===== config.mk =====
export PLATFORM = sky130hd
export DESIGN_NAME = teha_front
export DESIGN_NICKNAME = d
export VERILOG_FILES = /design/src/rtl/teha_pkg.sv /design/src/rtl/teha_front.sv
export SDC_FILE = /design/constraint.sdc
export NUM_CORES = 1
export LEC_CHECK = 0
export BUFFER_PORTS_ARGS = -buffer_cell sky130_fd_sc_hd__buf_2
export CAP_MARGIN = 30
export CORE_ASPECT_RATIO = 1.1
export CORE_UTILIZATION = 50
export DETAILED_ROUTE_END_ITERATION = 6
export PLACE_DENSITY = 0.76
export SLEW_MARGIN = 20
export SYNTH_ARGS = -nofsm -noshare
export SYNTH_HDL_FRONTEND = slang
export SYNTH_SLANG_ARGS = --single-unit
export TNS_END_PERCENT = 30

===== constraint.sdc =====
create_clock -name aclk -period 26.5 [get_ports aclk]
set_clock_uncertainty 0.2 [all_clocks]
set_input_delay 2.65 -clock aclk [delete_from_list [all_inputs] [get_ports aclk]]
set_output_delay 2.65 -clock aclk [all_outputs]
set_load 0.01 [all_outputs]

===== src/rtl/teha_pkg.sv =====
// ============================================================================
// teha_pkg
// Shared types and constants for the transfer entropy histogram accumulator.
// ============================================================================
package teha_pkg;

    localparam int BASE_MAX_DEF    = 4;
    localparam int HISTORY_MAX_DEF = 4;
    localparam int COUNT_WIDTH_DEF = 32;

    localparam int JOINT_DEPTH = 4096;
    localparam int HIST_DEPTH  = 256;
    localparam int PAIR_DEPTH  = 1024;

    localparam logic [1:0] OP_OBSERVE = 2'd0;
    localparam logic [1:0] OP_READ    = 2'd1;
    localparam logic [1:0] OP_CLEAR   = 2'd2;

    localparam logic [1:0] SEL_JOINT = 2'd0;
    localparam logic [1:0] SEL_HIST  = 2'd1;
    localparam logic [1:0] SEL_SRC   = 2'd2;
    localparam logic [1:0] SEL_PRED  = 2'd3;

    localparam logic [1:0] CFG_BASE   = 2'd0;
    localparam logic [1:0] CFG_HISTORY = 2'd1;
    localparam logic [1:0] CFG_SERIES = 2'd2;

    // classified command handed from front to back
    typedef struct packed {
        logic [1:0]  op;
        logic        counted;
        logic        bad;
        logic [11:0] joint_idx;
        logic [7:0]  hist_idx;
        logic [9:0]  src_idx;
        logic [9:0]  pred_idx;
        logic        joint_ok;
        logic        src_ok;
        logic        pred_ok;
        logic [1:0]  sel;
        logic [11:0] read_idx;
    } cmd_t;

endpackage


===== src/rtl/teha_front.sv =====
// ============================================================================
// teha_front
// Series tracking and index formation; one command per accepted item.
// ============================================================================
module teha_front (
    input  logic                aclk,
    input  logic                aresetn,
    input  logic                cfg_we,
    input  logic [1:0]          cfg_index,
    input  logic [15:0]         cfg_data,
    input  logic                in_valid,
    output logic                in_ready,
    input  logic [1:0]          operation,
    input  logic [1:0]          source_symbol,
    input  logic [1:0]          dest_symbol,
    input  logic [1:0]          table_select,
    input  logic [11:0]         read_index,
    output logic                cmd_valid,
    input  logic                cmd_ready,
    output teha_pkg::cmd_t      cmd
);
    import teha_pkg::*;

    logic [2:0]  base_reg;
    logic [2:0]  klen_reg;
    logic [15:0] series_reg;
    logic [15:0] step_reg;
    logic [7:0]  hist_reg;
    logic [1:0]  prev_reg;
    logic        full_reg;
    cmd_t        cmd_reg;

    logic [2:0]  b_eff;
    logic [3:0]  k_eff;
    logic [8:0]  q;
    logic        bad;
    logic        warm;
    logic [9:0]  pred;
    logic [9:0]  srci;
    logic [11:0] joint;
    logic [9:0]  hnext;
    logic [15:0] step_inc;
    cmd_t        cmd_next;
    logic        take;

    // effective base and history length
    always_comb begin
        b_eff = base_reg;
        if (base_reg < 3'd2) b_eff = 3'd2;
        if (32'(base_reg) > BASE_MAX_DEF) b_eff = 3'(BASE_MAX_DEF);
        k_eff = {1'b0, klen_reg};
        if (klen_reg == 3'd0) k_eff = 4'd1;
        if (32'(klen_reg) > HISTORY_MAX_DEF) k_eff = 4'(HISTORY_MAX_DEF);
    end

    // b^k: base is 2..4, k is 1..4
    always_comb begin
        case (b_eff)
            3'd2:    q = 9'd1 << k_eff;
            3'd4:    q = 9'd1 << {k_eff, 1'b0};
            default: begin
                case (k_eff)
                    4'd1:    q = 9'd3;
                    4'd2:    q = 9'd9;
                    4'd3:    q = 9'd27;
                    default: q = 9'd81;
                endcase
            end
        endcase
    end

    // index arithmetic, all small multiplies by b
    always_comb begin
        bad   = ({1'b0, source_symbol} >= b_eff) || ({1'b0, dest_symbol} >= b_eff);
        warm  = {12'd0, k_eff} > step_reg;
        pred  = 10'(hist_reg * b_eff) + 10'(dest_symbol);
        srci  = 10'(hist_reg * b_eff) + 10'(prev_reg);
        joint = 12'(pred * b_eff) + 12'(prev_reg);
        hnext = pred;
        if (hnext >= {1'b0, q}) hnext = hnext - {1'b0, q};
        if (hnext >= {1'b0, q}) hnext = hnext - {1'b0, q};
        if (hnext >= {1'b0, q}) hnext = hnext - {1'b0, q};
        step_inc = step_reg + 16'd1;
    end

    assign in_ready  = !full_reg || cmd_ready;
    assign take      = in_valid && in_ready;
    assign cmd_valid = full_reg;
    assign cmd       = cmd_reg;

    always_comb begin
        cmd_next           = '0;
        cmd_next.op        = operation;
        cmd_next.sel       = table_select;
        cmd_next.read_idx  = read_index;
        if (operation == OP_OBSERVE) begin
            cmd_next.bad = bad;
            if (!bad && !warm) begin
                cmd_next.counted   = 1'b1;
                cmd_next.joint_idx = joint;
                cmd_next.hist_idx  = hist_reg;
                cmd_next.src_idx   = srci;
                cmd_next.pred_idx  = pred;
                cmd_next.joint_ok  = 1'b1;
                cmd_next.src_ok    = 1'b1;
                cmd_next.pred_ok   = 1'b1;
            end
        end
    end

    // config and series state
    always_ff @(posedge aclk) begin
        if (!aresetn) begin
            base_reg   <= 3'd2;
            klen_reg   <= 3'd1;
            series_reg <= 16'd2;
            step_reg   <= '0;
            hist_reg   <= '0;
            prev_reg   <= '0;
            full_reg   <= 1'b0;
        end else begin
            if (take) begin
                full_reg <= 1'b1;
                cmd_reg  <= cmd_next;
            end else if (cmd_ready) begin
                full_reg <= 1'b0;
            end
            if (cfg_we && cfg_index != 2'd3) begin
                case (cfg_index)
                    CFG_BASE:    base_reg   <= cfg_data[2:0];
                    CFG_HISTORY: klen_reg   <= cfg_data[2:0];
                    default:     series_reg <= cfg_data;
                endcase
                step_reg <= '0;
                hist_reg <= '0;
                prev_reg <= '0;
            end else if (take && operation == OP_OBSERVE && !bad) begin
                prev_reg <= source_symbol;
                if (step_inc >= series_reg) begin
                    step_reg <= '0;
                    hist_reg <= '0;
                end else begin
                    step_reg <= step_inc;
                    hist_reg <= hnext[7:0];
                end
            end
        end
    end
endmodule


==> flow_summary.ini, run 1 <==
[sta]
hold_viol = 0
rsz0062_at_grt = no
period_minus_slack_ns = 10.75
tns_ns = 0
slew_violations = 0
fin_crit_sh_pct = 40.6
whs_ns = 0.264
timing.fmax_mhz = 93.0
setup_viol = 0
max_slew.worst_pin.slew_ns = 0.783
maxSlewHeadroom_pct = 47.6

[critical_path]
startpoint_type = flop
max_stage_delay_ns = 0.63
reg2reg_depth = 38
cp_data_required_time_ns = 26.58
cp_max_fo = 12
cp.arrival_ns = 10.83
crit_type = flop to flop
crit_path_top_delay_cell = fa_1
critPathCaptureType = flop

[clock_tree]
cts_hold_buf = 0
worstSkewPairLatency_ns = 0.37
clkTransAtPathRegs_ns = 0.08
cts_inserted_buffers = 9
clock_path_buffers = 2
cts.sinks = 107
tritoncts = built
cts_resized = 0
post_cts_buffers = 0
root_buffer = clkbuf_16
h-tree-depth = 3

[synth]
synth.ff_latch_count = 107
synth_flop_cell = edfxtp_1
seq_area_frac_synth_pct = 33.1
synth_cell_types = 69
synth_edf_count = 58
async_flop_share_pct = 0
ys_warn_count = 0
synth_area_um2 = 8220
syn-mean-instance-area_um2 = 9.16
syn_inst = 898

[layout]
syn2layout_area_growth_pct = 11.9
largest_reg_flops = 58
drive_gt1_share_pct = 14.9
antenna_cells = 0
fin_nets = 1149

[floorplan]
start_util_pct = 51.9
io_pins = 106
die_w_um = 124
die_area_um2 = 17000
die_height_um = 136
row_count = 48
core_region_area_um2 = 15900

[drt]
vias = 6703
wl_met3_um = 740
route.detailed.wl_per_inst_um = 15.5
wl_met2_mm = 9.14
wl_mm = 18.6
drtAntennaViolNets = 0
firstDrtPassIters = 5
drc_errors = 0
initialDrtViolationCount = 432
vias_per_cell = 5.58
drt-met1-wl_mm = 8.08
dr.max_layer_used = met4

[flow_run]
maxCapViolCount = 0

[power]
p_sw_uw = 170
swShare_pct = 34.6
p_per_area_nw_per_um2 = 53.3
finalPower_uw = 490
p_int_uw = 321
power_frac_seq_pct = 36.9
vdd_drop_max_mv = 0.0306
p_comb_share_pct = 35.6
p_clk_share_pct = 27.5
power.leakage_uw = 0.00422

[placed_design]
numPortBuffers = 105
gp_congestion = 0.923
place_hpwl_mm = 14.3

[grt]
grt_use_total_pct = 22.5
grt_max_degree = 59
antenna_found_initial = 0
grt_overflow = 0
grt_pass1_vias = 6578
grt_pass1_wl_mm = 30.8

[worst_hold_path]
hold_path.class = flop to flop
holdPathStages = 2

[status]
status = completed
## cells by family after synthesis
kind of cell,Yosys count,share of synthesized area (%)
muxes,20,2.66
and+or+nand+nor,316,18.8
AOI/OAI and AO/OA,187,15.5
DFF,107,33.1
other,1,0.0456
adders and majority gates,110,18.7
buffers and inverters,98,4.90
xor gates and xnor gates,59,6.29
## per-stage QoR
| step | worst slack, ns | utilization [%] | instances | area, um2 |
|---|---|---|---|---|
| final | 15.75 | 58.0 | 1201 | 9200 |
| after global routing | 15.00 | 58.0 | 1201 | 9200 |
| after CTS | 15.83 | 58.0 | 1201 | 9200 |
| after detailed placement | 15.87 | 56.2 | 1185 | 8910 |
| after global placement | 16.18 | 56.2 | 1185 | 8910 |
| after floorplan | 16.96 | - | 903 | 8240 |
## worst max-delay path: cells and delay by family, from the launching register on
kind                     cells  cell delay [ns]
XOR/XNOR                     1             0.50
flip-flops                   1             0.39
buffers and inverters        3             0.42
adder cells (fa/ha/maj)      8             2.85
AO/OA/AOI/OAI               14             3.56
AND/OR/NAND/NOR             10             2.16
multiplexers                 2             0.53
## placed cells by master (no fill, tap or decap), types with 10 or more instances in the layout
| cell | n |
|---|---|
| a21boi_0 | 19 |
| a21o_1 | 23 |
| a21oi_1 | 52 |
| and2_1 | 33 |
| and3_1 | 12 |
| buf_2 | 105 |
| dfxtp_1 | 49 |
| edfxtp_1 | 58 |
| fa_1 | 21 |
| ha_1 | 89 |
| inv_1 | 71 |
| mux2i_1 | 11 |
| nand2_1 | 107 |
| nand2b_1 | 10 |
| nand3_1 | 16 |
| nor2_1 | 72 |
| nor2b_1 | 16 |
| nor3_1 | 13 |
| nor3b_1 | 10 |
| o21ai_0 | 31 |
| xnor2_1 | 38 |
| xor2_1 | 21 |
## cells in the mapped netlist, drive strengths merged, types with 10 or more instances
| cell type | n | area (um2) |
|---|---|---|
| a21boi | 19 | 143 |
| a21o | 23 | 173 |
| a21oi | 52 | 260 |
| and2 | 34 | 215 |
| and3 | 13 | 81.3 |
| clkbuf | 18 | 67.6 |
| dfxtp | 49 | 981 |
| edfxtp | 58 | 1740 |
| fa | 21 | 420 |
| ha | 89 | 1110 |
| inv | 71 | 267 |
| mux2i | 11 | 110 |
| nand2 | 107 | 402 |
| nand2b | 10 | 62.6 |
| nand3 | 16 | 80.1 |
| nor2 | 72 | 270 |
| nor2b | 16 | 100 |
| nor3 | 13 | 65.1 |
| nor3b | 11 | 93.8 |
| o21ai | 35 | 175 |
| xnor2 | 38 | 333 |
| xor2 | 21 | 184 |
## power by group through the flow
stage	Sequential (uW)	Combinational, uW	Clock (uW)
2_1_floorplan	186	133	0
3_3_place_gp	185	169	0
3_5_place_dp	185	173	0
4_1_cts	181	174	137
5_1_grt	181	193	143
6_report	181	174	135
## final cells by class
class                   count  area, um2
flip-flops and latches    107       2720
clock buffers              10        229
inverters                  71        267
fillers                  1392       6650
well taps                 200        250
multi-input cells         698       5120
repair buffers            109        556
clock inverters             6       62.6
## metal layers
metal  vias up  track usage, %
met5         -               0
li1       3316               -
met1      3167            26.6
met2       176            40.0
met4         0            10.5
met3        44            3.95
## worst paths after layout
kind | end | slack [ns] | startpoint
max | hist_reg[5]$_SDFFE_PP0P_ | 15.75 | base_reg[1]$_SDFFE_PN1P_
min reg2reg | series_reg[10]$_SDFFE_PN0P_ | 0.26 | series_reg[10]$_SDFFE_PN0P_
max reg2reg | hist_reg[5]$_SDFFE_PP0P_ | 15.75 | base_reg[1]$_SDFFE_PN1P_
min | series_reg[10]$_SDFFE_PN0P_ | 0.26 | series_reg[10]$_SDFFE_PN0P_
No activity file was read; power rests on OpenSTA's default activity.
==> inputs of run 2 (changes only) <==
--- a/config.mk
+++ b/config.mk
@@ -5,12 +5,13 @@
 export SDC_FILE = /design/constraint.sdc
 export NUM_CORES = 1
 export LEC_CHECK = 0
+export ABC_AREA = 1
 export BUFFER_PORTS_ARGS = -buffer_cell sky130_fd_sc_hd__buf_2
 export CAP_MARGIN = 30
 export CORE_ASPECT_RATIO = 1.1
 export CORE_UTILIZATION = 50
 export DETAILED_ROUTE_END_ITERATION = 6
-export PLACE_DENSITY = 0.76
+export PLACE_DENSITY = 0.75
 export SLEW_MARGIN = 20
 export SYNTH_ARGS = -nofsm -noshare
 export SYNTH_HDL_FRONTEND = slang
==> constraint.sdc (replaced) <==
create_clock -name aclk -period 10.2 [get_ports aclk]
set_clock_uncertainty 0.2 [all_clocks]
set_input_delay 1.02 -clock aclk [delete_from_list [all_inputs] [get_ports aclk]]
set_output_delay 1.02 -clock aclk [all_outputs]
set_load 0.01 [all_outputs]
==> run 2 against run 1 <==
The run now ends with DRC left. Count of clock-buffer cells in the layout fell by 1. Clock power rose to 2.8 times the previous value. Sequential power rose to 2.6 times the previous value. Critical path depth rose by 15. Sequential share of layout area shrank 0.51 points. Maximum frequency rose by 17%. Largest cell class unchanged.
==> flow_summary.ini, run 2 <==
[clock_tree]
root_buffer = clkbuf_16
clock_path_buffers = 2
tritoncts = built
h-tree-depth = 3
post_cts_buffers = 0
worstSkewPairLatency_ns = 0.36
cts_inserted_buffers = 9
clkTransAtPathRegs_ns = 0.08
cts.sinks = 107

[synth]
synth_most_common_cell = nand2_1
synth_common_cells = nand2_1, inv_1, nor2_1
synth_top_area_share_pct = 21.0
async_flop_share_pct = 0
syn-mean-instance-area_um2 = 7.90
yosys.area.top_type = edfxtp_1
synth_cell_types = 54
synth_area_um2 = 8300
synth.ff_latch_count = 107
seq_area_frac_synth_pct = 32.8
synth_edf_count = 58
ys_warn_count = 0
synthTopCellsByArea = edfxtp_1, ha_1, dfxtp_1, nand2_1, inv_1
syn_inst = 1051
synth_flop_cell = edfxtp_1

[power]
power.leakage_uw = 0.00461
p_per_area_nw_per_um2 = 163
finalPower_uw = 1530
vdd_drop_max_mv = 0.124

[grt]
grt_use_total_pct = 23.1
grt_overflow = 0
antenna_found_initial = 0
grt_pass1_vias = 6752
grt_pass1_wl_mm = 31.6
grt_max_degree = 59

[drt]
firstDrtPassIters = 7
route.detailed.wl_per_inst_um = 13.8
vias = 7119
wl_mm = 18.8
vias_per_cell = 5.22
drtAntennaViolNets = 0
initialDrtViolationCount = 480
drc_errors = 32

[sta]
max_slew.worst_pin.slew_ns = 1.00
setup_viol = 0
timing.fmax_mhz = 109
hold_viol = 0
period_minus_slack_ns = 9.21
slew_violations = 0
fin_crit_sh_pct = 90.3
tns_ns = 0
rsz0062_at_grt = no
maxSlewHeadroom_pct = 32.8

[critical_path]
crit_path_top_delay_cell = fa_1
r2r-end = hist_reg[7]$_SDFFE_PP0P_
cp_max_fo = 24
max_stage_delay_ns = 0.61
startpoint_type = flop
reg2reg_depth = 53
critPathCaptureType = flop
cp_data_required_time_ns = 10.25
cp.arrival_ns = 9.26
crit_type = flop to flop
crit_top_cell = nand2_1
r2r-start = base_reg[2]$_SDFFE_PN0P_
worst-r2r-setup-slack_ns = 0.99

[worst_hold_path]
holdPathStages = 2
hold_path.class = flop to flop
min-delay-start = series_reg[4]$_SDFFE_PN0P_
holdPathEnd = series_reg[4]$_SDFFE_PN0P_

[floorplan]
start_util_pct = 50.9
row_count = 49
die_w_um = 125
die_height_um = 137
io_pins = 106
die_area_um2 = 17100
core_region_area_um2 = 16300

[layout]
final_common_cell = nand2_1
syn2layout_area_growth_pct = 12.8
post-route-util_pct = 57.4
fill_cells = 1480
largest_reg_flops = 58
fin_nets = 1307
antenna_cells = 0
drive_gt1_share_pct = 15.1
final_cell_mix = nand2_1, inv_1, buf_2, nor2_1, ha_1

[status]
status = complete, but fails checks
violations = DRC

[flow_run]
maxCapViolCount = 0

[placed_design]
place_hpwl_mm = 14.7
numPortBuffers = 105
gp_congestion = 0.954
[run 2: kinds of logic (layout without fill, tap and decap cells)]
group	count (synthesis)	count (layout)	share of synthesized area, %
AOI/OAI and AO/OA	164	164	11.0
xor gates and xnor gates	43	43	4.63
and+or+nand+nor	431	431	23.7
buffers and inverters	195	298	9.31
DFF	107	107	32.8
adders and majority gates	110	110	18.5
other	1	6	0.0452
[run 2: worst max path at each step]
stage,from,cells after the start,slack [ns],endpoint
2_1_floorplan,base_reg[2]$_SDFFE_PN0P_,52,2.08,hist_reg[4]$_SDFFE_PP0P_
3_3_place_gp,base_reg[2]$_SDFFE_PN0P_,53,1.10,hist_reg[3]$_SDFFE_PP0P_
3_5_place_dp,base_reg[2]$_SDFFE_PN0P_,53,0.89,hist_reg[6]$_SDFFE_PP0P_
4_1_cts,base_reg[2]$_SDFFE_PN0P_,53,0.83,hist_reg[7]$_SDFFE_PP0P_
5_1_grt,base_reg[2]$_SDFFE_PN0P_,53,0.08,hist_reg[4]$_SDFFE_PP0P_
6_report,base_reg[2]$_SDFFE_PN0P_,53,0.99,hist_reg[7]$_SDFFE_PP0P_
[run 2: cell type report]
class                           instances  area, um2  share of cell area, %
Tap cell                              204        255                   2.73
Multi-Input combinational cell        754       4830                   51.6
Sequential cell                       107       2720                   29.1
Clock buffer                            9        225                   2.40
Inverter                              169        638                   6.81
Timing Repair Buffer                  113        593                   6.33
Clock inverter                          7       96.3                   1.03
[run 2: worst max-delay path, delay by kind of cell (launching register included)]
| family | cells | cell delay (ns) |
|---|---|---|
| DFF | 1 | 0.47 |
| adders and majority gates | 7 | 2.68 |
| and+or+nand+nor | 27 | 2.63 |
| buffers and inverters | 10 | 1.32 |
| AOI/OAI and AO/OA | 9 | 1.79 |
[run 2: per-stage QoR]
stage	worst slack, ns	hold slack, ns	area (um2)	std cells
2_1_floorplan	2.08	0.229	8320	1056
3_5_place_dp	0.888	0.249	9040	1347
6_report	0.988	0.265	9370	1363
3_3_place_gp	1.10	0.244	9030	1346
4_1_cts	0.827	0.267	9360	1363
5_1_grt	0.0780	0.284	9370	1363
[run 2: routing by layer]
layer | routed length, um | part of all wire [%] | GRT usage (%) | vias to the layer above
li1 | - | - | - | 3640
met1 | 8280 | 44 | 28.5 | 3252
met2 | 9010 | 48 | 40.9 | 193
met3 | 877 | 4.7 | 3.21 | 34
met4 | 585 | 3.1 | 9.55 | 0
met5 | 0 | 0 | 0 | -
[run 2: power by group]
group,switching (uW),internal (uW)
registers,4.99,467
logic,425,255
clock network,178,197
total,608,918
[run 2: repair_timing]
action                     in CTS  in global routing
setup endpoints to repair       0                  8
resized for setup               0                  2
hold buffers                    0                  0
